[src/hdl/assert_macros.svh]
// assertion macros shared by the governor rtl
// no dependencies; expects a clock i_clk and an active low reset i_rst_n in scope
`ifndef ASSERT_MACROS_SVH
`define ASSERT_MACROS_SVH

// condition holds at every edge outside reset
`define ASSERT_ALWAYS(label, cond) \
    label: assert property (@(posedge i_clk) disable iff (!i_rst_n) (cond)) \
        else $error("governor assertion failed");

// consequent holds in the same cycle as the antecedent
`define ASSERT_SAME(label, ante, cons) \
    label: assert property (@(posedge i_clk) disable iff (!i_rst_n) (ante) |-> (cons)) \
        else $error("governor assertion failed");

// consequent holds in the cycle after the antecedent
`define ASSERT_NEXT(label, ante, cons) \
    label: assert property (@(posedge i_clk) disable iff (!i_rst_n) (ante) |=> (cons)) \
        else $error("governor assertion failed");

`endif

[src/hdl/frqlg_pkg.sv]
`timescale 1ns / 1ps
// shared types and constants of the frame rate quality level governor
// no dependencies
package frqlg_pkg;

    localparam int NUM_LEVELS_DEFAULT = 8;
    localparam int TBL_MAX_ENTRIES    = 8;   // entry index field is three bits

    localparam int TIME_W  = 32;
    localparam int FPS_W   = 16;
    localparam int EVAL_W  = 16;
    localparam int IDX_W   = 3;
    localparam int QLVL_W  = 3;
    localparam int LIU_W   = 4;
    localparam int CFG_W   = 4;   // widest register
    localparam int CFG_IDX_W = 1;

    localparam logic [TIME_W-1:0] WINDOW_MS       = 32'd1000;
    localparam logic [FPS_W-1:0]  FPS_AT_RESET    = 16'd100;
    localparam logic [FPS_W-1:0]  FRAME_COUNT_MAX = 16'hFFFF;

    // x / 5 as (x * DIV5_MUL) >> DIV5_SHIFT, exact for x below 2^19
    localparam int SUM_W = 19;
    localparam logic [SUM_W-1:0] DIV5_MUL   = 19'd419431;
    localparam int               DIV5_SHIFT = 21;

    localparam logic [CFG_IDX_W-1:0] CFG_AUTO_ENABLE   = 1'b0;
    localparam logic [CFG_IDX_W-1:0] CFG_LEVELS_IN_USE = 1'b1;

    typedef enum logic {
        OP_FRAME = 1'b0,
        OP_LOAD  = 1'b1
    } t_op;

    typedef enum logic [1:0] {
        STEP_NONE = 2'd0,
        STEP_DOWN = 2'd1,
        STEP_UP   = 2'd2
    } t_step;

    typedef struct packed {
        logic              en;
        logic [IDX_W-1:0]  idx;
        logic [FPS_W-1:0]  high_fps;
        logic [FPS_W-1:0]  low_fps;
        logic [EVAL_W-1:0] eval_ms;
    } t_tbl_wr;

endpackage

[src/hdl/frqlg_if.sv]
`timescale 1ns / 1ps
// valid/ready channel interfaces of the governor: item in, result out
// depends on frqlg_pkg
interface frqlg_in_if;
    logic                               valid;
    logic                               ready;
    logic                               operation;
    logic [frqlg_pkg::TIME_W-1:0]       time_ms;
    logic [frqlg_pkg::IDX_W-1:0]        entry_index;
    logic [frqlg_pkg::FPS_W-1:0]        entry_high_fps;
    logic [frqlg_pkg::FPS_W-1:0]        entry_low_fps;
    logic [frqlg_pkg::EVAL_W-1:0]       entry_eval_ms;

    modport source (
        output valid, operation, time_ms, entry_index,
               entry_high_fps, entry_low_fps, entry_eval_ms,
        input  ready
    );
    modport sink (
        input  valid, operation, time_ms, entry_index,
               entry_high_fps, entry_low_fps, entry_eval_ms,
        output ready
    );
endinterface

interface frqlg_out_if;
    logic                               valid;
    logic                               ready;
    logic [frqlg_pkg::QLVL_W-1:0]       quality_level;
    logic [frqlg_pkg::FPS_W-1:0]        measured_fps;
    logic [frqlg_pkg::FPS_W-1:0]        smoothed_fps;
    logic [1:0]                         level_step;
    logic                               state_reinit;

    modport source (
        output valid, quality_level, measured_fps, smoothed_fps,
               level_step, state_reinit,
        input  ready
    );
    modport sink (
        input  valid, quality_level, measured_fps, smoothed_fps,
               level_step, state_reinit,
        output ready
    );
endinterface

[src/hdl/frame_rate_quality_level_governor_top.sv]
`timescale 1ns / 1ps
// frame rate quality level governor, top level
// depends on frqlg_pkg, frqlg_if, frqlg_level_table, assert_macros.svh
//
//  channel     dir  content                                     transfer when
//  i_frame     in   operation, time_ms, table entry fields      valid && ready
//  o_status    out  level, measured/smoothed rate, step, reinit valid && ready
//  i_cfg_*     in   auto_enable (index 0), levels_in_use (1)    i_cfg_we
//
//  one item per cycle sustained while o_status.ready holds; an item passes the input
//  register, then the state and result register, which are written together
//  the whole update is combinational from the input register: window count, /5 smoothing
//  multiply, threshold lookup, level step and evaluation end add
//  synchronous active low reset clears control state and the governor state;
//  the level table is undefined until loaded
//  a stalled result holds the input register, which then holds i_frame.ready low
module frame_rate_quality_level_governor_top #(
    parameter int NUM_LEVELS = frqlg_pkg::NUM_LEVELS_DEFAULT
) (
    input  logic                              i_clk,
    input  logic                              i_rst_n,
    input  logic                              i_cfg_we,
    input  logic [frqlg_pkg::CFG_IDX_W-1:0]   i_cfg_index,
    input  logic [frqlg_pkg::CFG_W-1:0]       i_cfg_wdata,
    frqlg_in_if.sink                          i_frame,
    frqlg_out_if.source                       o_status
);
    // levels above fifteen are unreachable through the four bit level count
    localparam int LVL_CAP = (NUM_LEVELS < 16) ? NUM_LEVELS : 16;
    localparam int LVL_W   = $clog2(LVL_CAP);
    localparam int TBL_D   = (NUM_LEVELS < frqlg_pkg::TBL_MAX_ENTRIES) ?
                             NUM_LEVELS : frqlg_pkg::TBL_MAX_ENTRIES;
    localparam int TBL_AW  = $clog2(TBL_D);
    localparam int LIM_W   = 5;

    // configuration registers
    logic                           r_auto;
    logic [frqlg_pkg::LIU_W-1:0]    r_levels;

    // input register
    logic                              r_in_valid;
    frqlg_pkg::t_op                    r_in_op;
    logic [frqlg_pkg::TIME_W-1:0]      r_in_time;
    logic [frqlg_pkg::IDX_W-1:0]       r_in_idx;
    logic [frqlg_pkg::FPS_W-1:0]       r_in_high;
    logic [frqlg_pkg::FPS_W-1:0]       r_in_low;
    logic [frqlg_pkg::EVAL_W-1:0]      r_in_eval;

    // governor state
    logic [frqlg_pkg::FPS_W-1:0]       r_frames,   n_frames;
    logic [frqlg_pkg::TIME_W-1:0]      r_start,    n_start;
    logic [frqlg_pkg::FPS_W-1:0]       r_last,     n_last;
    logic [frqlg_pkg::FPS_W-1:0]       r_filt,     n_filt;
    logic [frqlg_pkg::TIME_W-1:0]      r_eval_end, n_eval_end;
    logic [LVL_W-1:0]                  r_level,    n_level;

    // result register
    logic                              r_out_valid;
    logic [frqlg_pkg::QLVL_W-1:0]      r_out_level;
    logic [frqlg_pkg::FPS_W-1:0]       r_out_meas;
    logic [frqlg_pkg::FPS_W-1:0]       r_out_filt;
    frqlg_pkg::t_step                  r_out_step, n_step;
    logic                              r_out_reinit, n_reinit;

    logic                              adv;
    frqlg_pkg::t_tbl_wr                tbl_wr;
    logic [frqlg_pkg::FPS_W-1:0]       tbl_high;
    logic [frqlg_pkg::FPS_W-1:0]       tbl_low;
    logic [frqlg_pkg::EVAL_W-1:0]      tbl_eval;

    logic [frqlg_pkg::FPS_W-1:0]       cnt_inc;
    logic                              win_close;
    logic [frqlg_pkg::FPS_W-1:0]       win_last;
    logic                              decide;
    logic [LIM_W-1:0]                  limit;
    logic [LIM_W-1:0]                  lvl_ext;
    logic [frqlg_pkg::SUM_W-1:0]       filt_sum;
    logic [2*frqlg_pkg::SUM_W-1:0]     filt_prod;
    logic [frqlg_pkg::TIME_W:0]        end_sum;

    // advance a held item when the result register is free or being emptied
    assign adv           = r_in_valid && (!r_out_valid || o_status.ready);
    assign i_frame.ready = !r_in_valid || adv;

    // configuration writes
    always_ff @(posedge i_clk) begin
        if (!i_rst_n) begin
            r_auto   <= 1'b1;
            r_levels <= 4'd8;
        end else if (i_cfg_we) begin
            unique case (i_cfg_index)
                frqlg_pkg::CFG_AUTO_ENABLE:   r_auto   <= i_cfg_wdata[0];
                frqlg_pkg::CFG_LEVELS_IN_USE: r_levels <= i_cfg_wdata[frqlg_pkg::LIU_W-1:0];
                default: ;
            endcase
        end
    end

    // input register
    always_ff @(posedge i_clk) begin
        if (!i_rst_n) begin
            r_in_valid <= 1'b0;
        end else if (i_frame.ready) begin
            r_in_valid <= i_frame.valid;
        end
    end

    always_ff @(posedge i_clk) begin
        if (i_frame.valid && i_frame.ready) begin
            r_in_op   <= frqlg_pkg::t_op'(i_frame.operation);
            r_in_time <= i_frame.time_ms;
            r_in_idx  <= i_frame.entry_index;
            r_in_high <= i_frame.entry_high_fps;
            r_in_low  <= i_frame.entry_low_fps;
            r_in_eval <= i_frame.entry_eval_ms;
        end
    end

    frqlg_level_table #(
        .DEPTH (TBL_D)
    ) u_table (
        .i_clk       (i_clk),
        .i_wr        (tbl_wr),
        .i_thr_addr  (r_level[TBL_AW-1:0]),
        .o_high_fps  (tbl_high),
        .o_low_fps   (tbl_low),
        .i_eval_addr (n_level[TBL_AW-1:0]),
        .o_eval_ms   (tbl_eval)
    );

    // number of valid levels, capped by NUM_LEVELS limited to sixteen
    assign limit   = (32'(r_levels) < 32'(LVL_CAP)) ? LIM_W'(r_levels) : LIM_W'(LVL_CAP);
    assign lvl_ext = LIM_W'(r_level);

    // frame count saturates
    assign cnt_inc   = (r_frames != frqlg_pkg::FRAME_COUNT_MAX) ? r_frames + 1'b1 : r_frames;
    // window closes strictly after one second, no wrap handling
    assign win_close = {1'b0, r_in_time} >
                       ({1'b0, r_start} + (frqlg_pkg::TIME_W+1)'(frqlg_pkg::WINDOW_MS));
    // measured rate once this frame is counted
    assign win_last  = win_close ? cnt_inc : r_last;

    // smoothing (3*old + 2*measured) / 5 with the measured value after this frame
    assign filt_sum  = frqlg_pkg::SUM_W'({r_filt, 1'b0}) + frqlg_pkg::SUM_W'(r_filt)
                     + frqlg_pkg::SUM_W'({win_last, 1'b0});
    assign filt_prod = filt_sum * frqlg_pkg::DIV5_MUL;

    // next evaluation end, saturating, period taken from the level chosen by this update
    assign end_sum    = {1'b0, r_in_time} + (frqlg_pkg::TIME_W+1)'(tbl_eval);
    assign n_eval_end = n_reinit ? '0 :
                        !decide  ? r_eval_end :
                        end_sum[frqlg_pkg::TIME_W] ? '1 : end_sum[frqlg_pkg::TIME_W-1:0];

    always_comb begin
        n_frames   = r_frames;
        n_start    = r_start;
        n_last     = r_last;
        n_filt     = r_filt;
        n_level    = r_level;
        n_step     = frqlg_pkg::STEP_NONE;
        n_reinit   = 1'b0;
        decide     = 1'b0;
        tbl_wr     = '{en: 1'b0, idx: r_in_idx, high_fps: r_in_high,
                       low_fps: r_in_low, eval_ms: r_in_eval};

        if (r_in_op == frqlg_pkg::OP_LOAD) begin
            tbl_wr.en = adv;
        end else begin
            if (win_close) begin
                n_start  = r_in_time;
                n_last   = cnt_inc;
                n_frames = '0;
            end else begin
                n_frames = cnt_inc;
            end

            if (r_auto) begin
                if (lvl_ext >= limit) begin
                    // invalid level: everything back to its reset value
                    n_frames   = '0;
                    n_start    = '0;
                    n_last     = frqlg_pkg::FPS_AT_RESET;
                    n_filt     = frqlg_pkg::FPS_AT_RESET;
                    n_level    = '0;
                    n_reinit   = 1'b1;
                end else if (r_in_time < r_eval_end) begin
                    n_filt = filt_prod[frqlg_pkg::DIV5_SHIFT +: frqlg_pkg::FPS_W];
                end else begin
                    decide = 1'b1;
                    if (r_filt > tbl_high) begin
                        if (r_level != '0) begin
                            n_level = r_level - 1'b1;
                            n_step  = frqlg_pkg::STEP_DOWN;
                        end
                    end else if (r_filt < tbl_low) begin
                        if ((lvl_ext + 1'b1) < limit) begin
                            n_level = r_level + 1'b1;
                            n_step  = frqlg_pkg::STEP_UP;
                        end
                    end
                end
            end
        end
    end

    // governor state
    always_ff @(posedge i_clk) begin
        if (!i_rst_n) begin
            r_frames   <= '0;
            r_start    <= '0;
            r_last     <= frqlg_pkg::FPS_AT_RESET;
            r_filt     <= frqlg_pkg::FPS_AT_RESET;
            r_eval_end <= '0;
            r_level    <= '0;
        end else if (adv) begin
            r_frames   <= n_frames;
            r_start    <= n_start;
            r_last     <= n_last;
            r_filt     <= n_filt;
            r_eval_end <= n_eval_end;
            r_level    <= n_level;
        end
    end

    // result register
    always_ff @(posedge i_clk) begin
        if (!i_rst_n) begin
            r_out_valid <= 1'b0;
        end else if (adv) begin
            r_out_valid <= 1'b1;
        end else if (o_status.ready) begin
            r_out_valid <= 1'b0;
        end
    end

    always_ff @(posedge i_clk) begin
        if (adv) begin
            r_out_level  <= frqlg_pkg::QLVL_W'(n_level);
            r_out_meas   <= n_last;
            r_out_filt   <= n_filt;
            r_out_step   <= n_step;
            r_out_reinit <= n_reinit;
        end
    end

    assign o_status.valid         = r_out_valid;
    assign o_status.quality_level = r_out_level;
    assign o_status.measured_fps  = r_out_meas;
    assign o_status.smoothed_fps  = r_out_filt;
    assign o_status.level_step    = r_out_step;
    assign o_status.state_reinit  = r_out_reinit;

    // checks
    `include "assert_macros.svh"

    // a forced reinit always reports level zero with no step
    `ASSERT_SAME(a_reinit_clean, r_out_valid && r_out_reinit, (r_out_level == '0) && (r_out_step == frqlg_pkg::STEP_NONE))
    // a reported step down really lowered the level by one
    `ASSERT_NEXT(a_step_down, adv && (n_step == frqlg_pkg::STEP_DOWN), r_level == LVL_W'($past(r_level) - 1'b1))
    // a reported step up really raised the level by one
    `ASSERT_NEXT(a_step_up, adv && (n_step == frqlg_pkg::STEP_UP), r_level == LVL_W'($past(r_level) + 1'b1))
    // a held result with a full input register blocks new transfers
    `ASSERT_SAME(a_stall_blocks, r_in_valid && r_out_valid && !o_status.ready, !i_frame.ready)

endmodule

[src/hdl/frqlg_level_table.sv]
`timescale 1ns / 1ps
// per-level table: thresholds and evaluation periods in two register arrays
// depends on frqlg_pkg
module frqlg_level_table #(
    parameter int DEPTH = frqlg_pkg::TBL_MAX_ENTRIES
) (
    input  logic                          i_clk,
    input  frqlg_pkg::t_tbl_wr            i_wr,
    input  logic [$clog2(DEPTH)-1:0]      i_thr_addr,
    output logic [frqlg_pkg::FPS_W-1:0]   o_high_fps,
    output logic [frqlg_pkg::FPS_W-1:0]   o_low_fps,
    input  logic [$clog2(DEPTH)-1:0]      i_eval_addr,
    output logic [frqlg_pkg::EVAL_W-1:0]  o_eval_ms
);
    localparam int AW = $clog2(DEPTH);

    logic [2*frqlg_pkg::FPS_W-1:0] r_thr  [DEPTH];
    logic [frqlg_pkg::EVAL_W-1:0]  r_eval [DEPTH];
    logic                          wr_hit;

    // entries beyond the depth are dropped
    assign wr_hit = i_wr.en && (32'(i_wr.idx) < 32'(DEPTH));

    always_ff @(posedge i_clk) begin
        if (wr_hit) begin
            r_thr[i_wr.idx[AW-1:0]]  <= {i_wr.high_fps, i_wr.low_fps};
            r_eval[i_wr.idx[AW-1:0]] <= i_wr.eval_ms;
        end
    end

    assign o_high_fps = r_thr[i_thr_addr][2*frqlg_pkg::FPS_W-1:frqlg_pkg::FPS_W];
    assign o_low_fps  = r_thr[i_thr_addr][frqlg_pkg::FPS_W-1:0];
    assign o_eval_ms  = r_eval[i_eval_addr];

endmodule
[src/flat_wrapper.sv]
// flat-port wrapper written by rule: the top's interface ports become plain ports
module frame_rate_quality_level_governor_top_flat 
#(
    parameter int NUM_LEVELS = frqlg_pkg::NUM_LEVELS_DEFAULT
)
  (i_clk, i_rst_n, i_cfg_we, i_cfg_index, i_cfg_wdata, i_frame_valid, i_frame_operation, i_frame_time_ms, i_frame_entry_index, i_frame_entry_high_fps, i_frame_entry_low_fps, i_frame_entry_eval_ms, i_frame_ready, o_status_valid, o_status_quality_level, o_status_measured_fps, o_status_smoothed_fps, o_status_level_step, o_status_state_reinit, o_status_ready);
  frqlg_in_if i_frame_i ();
  frqlg_out_if o_status_i ();
  input  logic i_clk;
  input  logic i_rst_n;
  input  logic i_cfg_we;
  input  logic [frqlg_pkg::CFG_IDX_W-1:0] i_cfg_index;
  input  logic [frqlg_pkg::CFG_W-1:0] i_cfg_wdata;
  input wire logic [$bits(i_frame_i.valid)-1:0] i_frame_valid;
  input wire logic [$bits(i_frame_i.operation)-1:0] i_frame_operation;
  input wire logic [$bits(i_frame_i.time_ms)-1:0] i_frame_time_ms;
  input wire logic [$bits(i_frame_i.entry_index)-1:0] i_frame_entry_index;
  input wire logic [$bits(i_frame_i.entry_high_fps)-1:0] i_frame_entry_high_fps;
  input wire logic [$bits(i_frame_i.entry_low_fps)-1:0] i_frame_entry_low_fps;
  input wire logic [$bits(i_frame_i.entry_eval_ms)-1:0] i_frame_entry_eval_ms;
  output wire logic [$bits(i_frame_i.ready)-1:0] i_frame_ready;
  output wire logic [$bits(o_status_i.valid)-1:0] o_status_valid;
  output wire logic [$bits(o_status_i.quality_level)-1:0] o_status_quality_level;
  output wire logic [$bits(o_status_i.measured_fps)-1:0] o_status_measured_fps;
  output wire logic [$bits(o_status_i.smoothed_fps)-1:0] o_status_smoothed_fps;
  output wire logic [$bits(o_status_i.level_step)-1:0] o_status_level_step;
  output wire logic [$bits(o_status_i.state_reinit)-1:0] o_status_state_reinit;
  input wire logic [$bits(o_status_i.ready)-1:0] o_status_ready;
  assign i_frame_i.valid = i_frame_valid;
  assign i_frame_i.operation = i_frame_operation;
  assign i_frame_i.time_ms = i_frame_time_ms;
  assign i_frame_i.entry_index = i_frame_entry_index;
  assign i_frame_i.entry_high_fps = i_frame_entry_high_fps;
  assign i_frame_i.entry_low_fps = i_frame_entry_low_fps;
  assign i_frame_i.entry_eval_ms = i_frame_entry_eval_ms;
  assign i_frame_ready = i_frame_i.ready;
  assign o_status_valid = o_status_i.valid;
  assign o_status_quality_level = o_status_i.quality_level;
  assign o_status_measured_fps = o_status_i.measured_fps;
  assign o_status_smoothed_fps = o_status_i.smoothed_fps;
  assign o_status_level_step = o_status_i.level_step;
  assign o_status_state_reinit = o_status_i.state_reinit;
  assign o_status_i.ready = o_status_ready;
  frame_rate_quality_level_governor_top #(.NUM_LEVELS(NUM_LEVELS)) u_core (.i_clk(i_clk), .i_rst_n(i_rst_n), .i_cfg_we(i_cfg_we), .i_cfg_index(i_cfg_index), .i_cfg_wdata(i_cfg_wdata), .i_frame(i_frame_i), .o_status(o_status_i));
endmodule
[config.mk]
export PLATFORM = sky130hd
export DESIGN_NAME = frame_rate_quality_level_governor_top_flat
export DESIGN_NICKNAME = d
export VERILOG_FILES = /design/src/hdl/frqlg_pkg.sv /design/src/hdl/frqlg_if.sv /design/src/hdl/frame_rate_quality_level_governor_top.sv /design/src/hdl/frqlg_level_table.sv /design/src/flat_wrapper.sv
export VERILOG_INCLUDE_DIRS = /design/src /design/src/hdl
export SDC_FILE = /design/constraint.sdc
export NUM_CORES = 1
export LEC_CHECK = 0
export BUFFER_PORTS_ARGS = -buffer_cell sky130_fd_sc_hd__buf_2
export CAP_MARGIN = 20
export CORE_MARGIN = 2
export CORE_UTILIZATION = 35
export DETAILED_ROUTE_END_ITERATION = 10
export HOLD_SLACK_MARGIN = 0.08
export SYNTH_ARGS = -nofsm -noshare
export SYNTH_HDL_FRONTEND = slang
export SYNTH_SLANG_ARGS = --single-unit
export TNS_END_PERCENT = 10
[constraint.sdc]
create_clock -name i_clk -period 11.8 [get_ports i_clk]
set_input_delay 0.59 -clock i_clk [delete_from_list [all_inputs] [get_ports i_clk]]
set_output_delay 0.59 -clock i_clk [all_outputs]
set_load 0.005 [all_outputs]
* Word-level counts from Yosys, hierarchy flattened
Memories as Yosys holds them, arrays and structs flattened. A register that Yosys moved wholly into a read port is not among the register bits. Index checks and enable logic that the tools add are counted.
Storage, ports and cells: register bits after elaboration 244, latch bits 0, memory bits (writable) 384, ROM bits 0, bits of input ports 94, output and inout bits 40, logic and storage cells 102, memories kept 2
Operators by class: $add $sub $neg 8, multipliers 1, div/mod/pow operators 0, magnitude comparators 7, equality and inequality tests 1, shifts and indexed selects 0, mux-type cells 45, bitwise operators 3, reduce and logical (&&, ||, !) cells 14
Memory list:
- u_core.u_table.r_thr | depth 8, width 32, read ports 1, clocked after memory_dff 1, write ports 1, RTL line frqlg_level_table.sv:17 | logic [2*frqlg_pkg::FPS_W-1:0] r_thr [DEPTH];
- u_core.u_table.r_eval | depth 8, width 16, read ports 1, clocked after memory_dff 0, write ports 1, RTL line frqlg_level_table.sv:18 | logic [frqlg_pkg::EVAL_W-1:0] r_eval [DEPTH];
Operator list (number):
- 16-bit 2-to-1 mux | 12
- 32-bit 2-to-1 mux | 6
- 19-bit by 19-bit multiplier with 37-bit output, second input constant | 1
- 32-bit by 10-bit adder with 33-bit output, second input constant | 1
- 32-bit by 16-bit adder with 33-bit output | 1
- 32-bit by 33-bit > comparator with 1-bit output | 1
- 32-bit < comparator | 1
- 3-bit 2-to-1 mux | 10
- 19-bit by 17-bit adder with 19-bit output | 1
- 17-bit by 16-bit adder with 18-bit output | 1
- 16-bit by 1-bit adder with 16-bit output, second input constant | 1
- 16-bit > comparator | 1
- 16-bit < comparator | 1
- 16-bit != test, second input constant | 1
- 1-bit 2-to-1 mux | 13
- 2-bit AND reduction | 4
- 2-bit 2-to-1 mux | 3
- 3-bit by 5-bit >= comparator with 1-bit output | 1
- 5-bit < comparator | 1
- 3-bit by 1-bit adder with 4-bit output, second input constant | 1
- 4-bit < comparator, second input constant | 1
- 4-bit 2-to-1 mux | 1
- 2-bit nonzero test | 2
- 4-bit OR reduction | 1
- 7 further kinds | 12

* Depth between registers and ports, before layout
Gate-level depths: netlist of run 1. An unclocked memory read counts as a cell.
depth in word-level cells 15, gate-level depth with buffers 59, gate-level depth less buffers 58

* By module
A second synthesis of run 1 with hierarchy kept.
Second synthesis, totals: cell total of the unflattened synthesis 2614, area, all modules 34909.7 µm²
By module, submodules not included:
- frame_rate_quality_level_governor_top | instances 1, cells each 2046, area an instance 20255.7 µm², sequential area each 6105.9 µm²
- frqlg_level_table | instances 1, cells each 568, area an instance 14654.1 µm², sequential area each 11531.1 µm²

* Worst setup path before layout of run 1
OpenSTA, ideal clock, no wires.
path type reg2reg, start reg u_core.r_start[3] in the netlist's numbering, end reg u_core.r_out_filt, in the netlist u_core.o_status.smoothed_fps[15] (data pin), arrival 11.916 ns, path slack -0.375 ns, stages on the path, launching flop included 57, buffers on the path 1, clock period less this slack 12.175 ns, cells stage by stage dfxtp_1 ha_1 or3_1 nand4_1 or2_2 nor3_1 nand3_1 nor2_1 xnor2_1 ha_1 and3_1 a221oi_1 nand2b_2 o21ai_1 nand2_1 clkbuf_1 nor2_1 a21oi_1 [21 not listed] fa_1 inv_1 fa_1 inv_1 ha_1 or3_1 a221oi_1 o211ai_1 a211oi_1 o211ai_1 a311oi_1 o21bai_1 a21oi_1 xnor2_1 or3_1 mux2i_1 nor3_1 nand2_1
Between the ends: word-level cells in the longest chain between the ends 9
RTL lines:
- from (decl) | RTL line frame_rate_quality_level_governor_top.sv:51 | logic [frqlg_pkg::TIME_W-1:0] r_start, n_start;
- from (signal assigned) | RTL line frame_rate_quality_level_governor_top.sv:217 | r_start <= n_start;
- 32-bit by 10-bit adder with 33-bit output | RTL line frame_rate_quality_level_governor_top.sv:139 | ({1'b0, r_start} + (frqlg_pkg::TIME_W+1)'(frqlg_pkg::WINDOW_MS));
- 32-bit by 33-bit > comparator with 1-bit output | RTL line frame_rate_quality_level_governor_top.sv:138 | assign win_close = {1'b0, r_in_time} >
- 16-bit 2-to-1 mux | RTL line frame_rate_quality_level_governor_top.sv:141 | assign win_last = win_close ? cnt_inc : r_last;
- 19-bit by 17-bit adder with 19-bit output | RTL line frame_rate_quality_level_governor_top.sv:145 | + frqlg_pkg::SUM_W'({win_last, 1'b0});
- 19-bit by 19-bit multiplier with 37-bit output | RTL line frame_rate_quality_level_governor_top.sv:146 | assign filt_prod = filt_sum * frqlg_pkg::DIV5_MUL;
- 16-bit 2-to-1 mux | RTL line frame_rate_quality_level_governor_top.sv:186 | end else if (r_in_time < r_eval_end) begin
- 16-bit 2-to-1 mux | RTL line frame_rate_quality_level_governor_top.sv:178 | if (lvl_ext >= limit) begin
- 16-bit 2-to-1 mux | RTL line frame_rate_quality_level_governor_top.sv:177 | if (r_auto) begin
- 16-bit 2-to-1 mux | RTL line frame_rate_quality_level_governor_top.sv:166 | if (r_in_op == frqlg_pkg::OP_LOAD) begin
- named net u_core.n_filt (one bit) | RTL line frame_rate_quality_level_governor_top.sv:53 | logic [frqlg_pkg::FPS_W-1:0] r_filt, n_filt;
- to (signal assigned) | RTL line frame_rate_quality_level_governor_top.sv:240 | r_out_filt <= n_filt;
- to (decl) | RTL line frame_rate_quality_level_governor_top.sv:61 | logic [frqlg_pkg::FPS_W-1:0] r_out_filt;
The timed path passes the listed nets, and every way through them passes these cells. A chain may end at the register's enable or synchronous reset.

* Final worst setup path of run 1
start reg u_core.r_start[6] in the netlist's numbering, end reg u_core.r_out_filt, in the netlist u_core.o_status.smoothed_fps[15] (data pin)
Same word-level chain as after synthesis.

==> metrics, run 1 <==
layout cells sized above 1=22.2%; clock sink total=631; Synth top area share=42.6%; fraction of the cycle the final worst path needs=101%; slowest stage delay, CP=0.58 ns; Final nets=3751; instance count on the critical path=56; Synth Warn #=0; Crit path max-delay family=adder cells; synthesis-to-layout area growth=20.8%; dominant synthesized flop cell=edfxtp_1; routability cong.=0.905; clk_skew=0.0597 ns; Post-Place Worst Slack=-0.669 ns; met3 Use GR=2.65%; vias in the first global route=23600; Total Routing Usage GR=17.4%; Die X=323 um; final core occ=42.5%; Worst Path Max Fanout=5; Achievable Freq=84.1 MHz; WHS Path Cells=1; setup_tns=-0.184 ns; initial core utilization=35.2%; Fin. Hold Viols=0; grt ovf=0; Longest Clk Path Bufs=3; Worst Tran Pin Value=1.00 ns; Final setup viols=2; max-cap viol count=0; failing checks=setup timing; Fillers=9331; DR DRC count=0; reg2reg path depth=56; M1 GR Usage=24.3%; largest cells by area after synthesis=edfxtp_1, ha_1, dfxtp_1; I/O pins=134; TritonCTS buffer count=71; H-tree depth=3; largest net degree at the start of global routing=98; run status=finished with violations; CP max-delay cell=fa_2; r2r setup slk=-0.1 ns; post-synthesis area per instance=12.6 um^2; number of synthesized flops with an enable pin=506; diodes inserted=0; Yosys cell types=104; number of vias in the routed layout=23400; Final WS setup=-0.0975 ns; post-synth top area cell=edfxtp_1; CTS tree=built; DR WL/cell=19.4 um; post-route ant nets=0; most used cell along the critical path=fa_1; CP Launch Type=register; most crowded layer after global routing=met2; Die ar.=0.105 mm^2; kind of critical path=reg -> reg; syn_nets=3351; Detailed Route Iter0 Violations=1675; post-synthesis async set-or-reset flop share=0%; hpwl dp=65.1 mm; drt pass-1 iters=5; Req. time, crit path=12.29 ns; Root Buffer=clkbuf_16; routed vias/inst=5.04; Die Y=323 um; top post-synthesis cells by count=edfxtp_1, ha_1, inv_1; Max Slew Vio Count=0; initial antenna violation count=2; final wirelength=90.4 mm; PortBufs=133; Synth Cell Area=0.0357 mm^2; top-count cell post-synth=edfxtp_1; Tmin final=11.90 ns; RSZ-0062 raised after global routing=true; row count=117; worst min path class=in -> reg; Core ar.=0.101 mm^2; synthesis-stage register bit count=631; Slew headroom=33.3%; crit path capture type=register; Arr. time, crit path=12.38 ns; clock-pin slew on the worst setup and hold paths=0.06 ns; post-synthesis sequential area ratio=49.6%; CP bufs+invs=7; met2 usage=28.4%; post-synthesis instance total=2824; clock latency on the worst-skew pair=0.66 ns; first-pass GRT wire length=139 mm
through the flow:
stage,area (um^2),hold WS (ns),std cells
global placement,39500,0.425,4454
global route,43100,0.0999,4649
detailed placement,39500,0.429,4455
floorplan,35800,0.416,2824
CTS,42700,0.0816,4638
finish,43100,0.119,4649
worst paths after layout:
check	from	endpoint
max	u_core.r_start[6]	u_core.o_status.smoothed_fps[15]
min	i_frame_entry_low_fps[14]	u_core.r_in_low[14]
max reg2reg	u_core.r_start[6]	u_core.o_status.smoothed_fps[15]
min reg2reg	u_core.r_eval_end[3]	u_core.r_eval_end[3]
metal layers:
layer / vias up / routed length (um) / share of wire [%]
li1: 11100 / - / -
met1: 11700 / 41400 / 46
met3: 106 / 4680 / 5.2
met2: 538 / 42600 / 47
met5: - / 0 / 0
met4: 0 / 1620 / 1.8
layout make-up:
cell class	instances	area, um^2	area share, %
clock inverter	43	577	1.34
inverter	301	1130	2.62
tap	1368	1710	3.97
timing repair buffer	405	2830	6.57
clock buffer	87	1840	4.26
sequential	631	17700	41.1
multi-input combinational	1814	17300	40.2
registers in the layout, summed over array words and instances (netlist names), 4 cells and up, named ones only:
name and cells:
u_core.r_filt 16, u_core.r_in_high 16, u_core.r_start 32, u_core.u_table.r_eval 128
u_core.r_last 16, u_core.o_status.measured_fps 16, u_core.r_levels 4, u_core.u_table.r_thr 256
u_core.r_in_low 16, u_core.r_eval_end 32, u_core.o_status.smoothed_fps 16, u_core.r_in_time 32
u_core.r_frames 16, u_core.r_in_eval 16
kinds of logic (layout without fill, tap and decap cells):
logic type | after synthesis | in the layout | share of synthesized area, %
flip-flops | 631 | 631 | 49.6
AND/OR/NAND/NOR | 604 | 604 | 8.90
AO/OA/AOI/OAI | 480 | 480 | 9.36
adder cells (fa/ha/maj) | 434 | 434 | 17.8
buffers and inverters | 379 | 836 | 4.11
multiplexers | 155 | 155 | 6.63
XOR/XNOR | 141 | 141 | 3.62
layout by cell type, fill, tap and decap left out, types with 10 or more instances in the layout:
cell and instances:
edfxtp_1 506, inv_1 290, ha_1 288, buf_4 237, nand2_1 187, buf_2 133
fa_1 120, dfxtp_1 120, o21ai_0 97, mux2i_1 88, a21oi_1 75, nor2_1 72
clkbuf_16 71, nor2b_1 70, xnor2_1 68, mux4_2 64, xor2_1 55, a21o_1 52
nand3_1 51, a22oi_1 46, a221oi_1 35, nand4_1 32, and2_1 28, and3_1 27
dlygate4sd3_1 26, nor3_1 20, ha_4 19, nand2b_1 16, clkbuf_1 16, o21a_1 14
nor3_2 13, o21ai_1 12, o211ai_1 12, inv_2 11, clkinv_1 11, a21oi_2 10
o21bai_1 10
what timing repair did:
action	4_1_cts	5_1_grt
buffers inserted	28	11
hold endpoints to repair	26	0
setup endpoints to repair	19	30
gates resized for setup	58	62
hold buffers	26	0
cloned	0	0
pin swaps	90	50
Power of run 1 is left out: the tool's default activity adds up to more than one toggle a clock period on the data nets, which glitch-free logic cannot reach.
==> run 2: changes to the inputs <==
--- a/config.mk
+++ b/config.mk
@@ -6,7 +6,7 @@
 export SDC_FILE = /design/constraint.sdc
 export NUM_CORES = 1
 export LEC_CHECK = 0
-export BUFFER_PORTS_ARGS = -buffer_cell sky130_fd_sc_hd__buf_2
+export BUFFER_PORTS_ARGS = -buffer_cell sky130_fd_sc_hd__buf_4
 export CAP_MARGIN = 20
 export CORE_MARGIN = 2
 export CORE_UTILIZATION = 35
==> run 2 against run 1 <==
Compared with the run above:
- the flow now finishes without violations
- flip-flop and latch count unchanged
- global-route usage up 0.064 points
- wire length hardly changed
- die area stayed put
- highest routed layer unchanged
- first-iteration DRC count is 7.9% higher
- critical endpoint unchanged
- fmax increased by 1.3%
==> metrics, run 2 (synthesis results as in run 1) <==
run status=complete, no violations; Post-Place Worst Slack=-0.807 ns (-0.138 ns); synthesis-to-layout area growth=21.5%; Final setup viols=0 (-2); max reg flops=256 (unchanged); initial antenna violation count=4 (+2); Final nets=3730 (-0.56%); Root Buffer=clkbuf_16; Total Routing Usage GR=17.5% (+0.064 points); CTS tree=built; fraction of the cycle the final worst path needs=99.6% (-1.2 points); Detailed Route Iter0 Violations=1807 (+7.9%); vias in the first global route=23600 (+0.055%); Die ar.=0.105 mm^2 (unchanged); initial core utilization=35.2% (unchanged); Slew headroom=27.6% (-5.8 points); worst min path class=in -> reg; clock-pin slew on the worst setup and hold paths=0.06 ns (about the same); first-pass GRT wire length=140 mm (+0.54%); max-cap viol count=0 (unchanged); Fin. Hold Viols=0 (unchanged); I/O pins=134 (unchanged); layout cells sized above 1=21.9% (-0.32 points); Achievable Freq=85.1 MHz (+1.3%); number of vias in the routed layout=23300 (-0.65%); final wirelength=90.3 mm (about the same); Final WS setup=0.0495 ns (+0.147 ns); CP Launch Type=register; hpwl dp=64.7 mm (-0.58%); Arr. time, crit path=12.12 ns (-0.26 ns); Tmin final=11.75 ns (-0.147 ns); clock latency on the worst-skew pair=0.65 ns (about the same); crit path capture type=register; setup_tns=0 ns (+0.184 ns); Worst Tran Pin Value=1.08 ns (+0.0823 ns); DR WL/cell=19.5 um (+0.37%); routed vias/inst=5.03 (-0.22%); Core ar.=0.101 mm^2 (unchanged); most used cell along the critical path=buf_4; CP max-delay cell=fa_1; Req. time, crit path=12.17 ns (-0.12 ns); routability cong.=0.879 (-2.9%); slowest stage delay, CP=0.54 ns (-0.04 ns); grt ovf=0 (unchanged); H-tree depth=3 (unchanged); Inst Count DP=4444 (-0.25%); clock sink total=631 (unchanged); kind of critical path=reg -> reg; drt pass-1 iters=5 (unchanged); row count=117 (unchanged); Die X=323 um (unchanged); RSZ-0062 raised after global routing=true; Max Slew Vio Count=0 (unchanged); post-route insts no fill=4629 (-0.43%); DR DRC count=0 (unchanged); PortBufs=133 (unchanged); Longest Clk Path Bufs=3 (unchanged); diodes inserted=0 (unchanged); largest net degree at the start of global routing=98 (unchanged); post-route ant nets=0 (unchanged); clk_skew=0.0577 ns (-0.00199 ns); commonest non-fill, non-tap cells in the layout=edfxtp_1, buf_4, ha_1, inv_1, nand2_1; Fillers=9292 (-0.42%); TritonCTS buffer count=70 (-1.4%); Worst Path Max Fanout=4 (-1); most common cell after layout, fill and taps aside=edfxtp_1; Die Y=323 um (unchanged)
-- run 2: changes by cell type in the layout (fill, tap and decap cells not counted), sizes merged --
cell	before	now
clkbuf	87	85
buf	379	363
dlygate4sd3	26	22
bufinv	8	15
clkinv	30	21
clkinvlp	3	7
-- run 2: critical path: cells and delay by family (launching register included) --
| family | cells | cell delay, ns |
|---|---|---|
| and+or+nand+nor | 18 | 3.54 |
| adders and majority gates | 9 | 3.27 |
| AOI/OAI and AO/OA | 17 | 2.56 |
| buffers and inverters | 10 | 1.29 |
| xor gates and xnor gates | 4 | 0.49 |
| DFF | 1 | 0.31 |
-- run 2: path summary, 6_finish.rpt --
| path | startpoint | end | slack [ns] | cells after the start |
|---|---|---|---|---|
| hold / removal | i_frame_entry_high_fps[6] | u_core.r_in_high[6] | 0.12 | 1 |
| setup reg to reg | u_core.r_start[6] | u_core.o_status.smoothed_fps[15] | 0.05 | 58 |
| setup / recovery | u_core.r_start[6] | u_core.o_status.smoothed_fps[15] | 0.05 | 58 |
| hold reg to reg | u_core.r_eval_end[12] | u_core.r_eval_end[12] | 0.43 | 2 |
-- run 2: layer usage --
metal	GRT usage, %	share of wire, %	vias to the layer above
met5	0	0	-
met1	24.7	46	11600
met4	3.73	1.6	0
met3	2.38	4.8	90
li1	-	-	11100
met2	28.5	47	500
-- run 2: timing repair --
item	CTS	global route
pin swaps	74	27
hold endpoints to repair	22	0
hold buffers	22	0
gates resized for setup	50	49
buffers inserted	31	2
setup endpoints to repair	24	24
-- run 2: per-stage QoR --
stage | hold WS [ns] | cell area, um^2 | utilization (%)
after floorplan | 0.416 | 35800 | -
after global placement | 0.426 | 39700 | 39.2
after detailed placement | 0.431 | 39700 | 39.2
after CTS | 0.0808 | 43100 | 42.5
after global routing | 0.0917 | 43300 | 42.7
final | 0.118 | 43300 | 42.7
-- run 2: area by class of cell --
class / instances / area [um^2] / area share, %
inverters: 301 / 1130 / 2.61
clock buffers: 85 / 1880 / 4.34
multi-input cells: 1814 / 17200 / 39.7
clock inverters: 45 / 744 / 1.72
well taps: 1368 / 1710 / 3.95
repair buffers: 385 / 2990 / 6.89
flip-flops and latches: 631 / 17700 / 40.8
Power of run 2 is left out for the same reason.
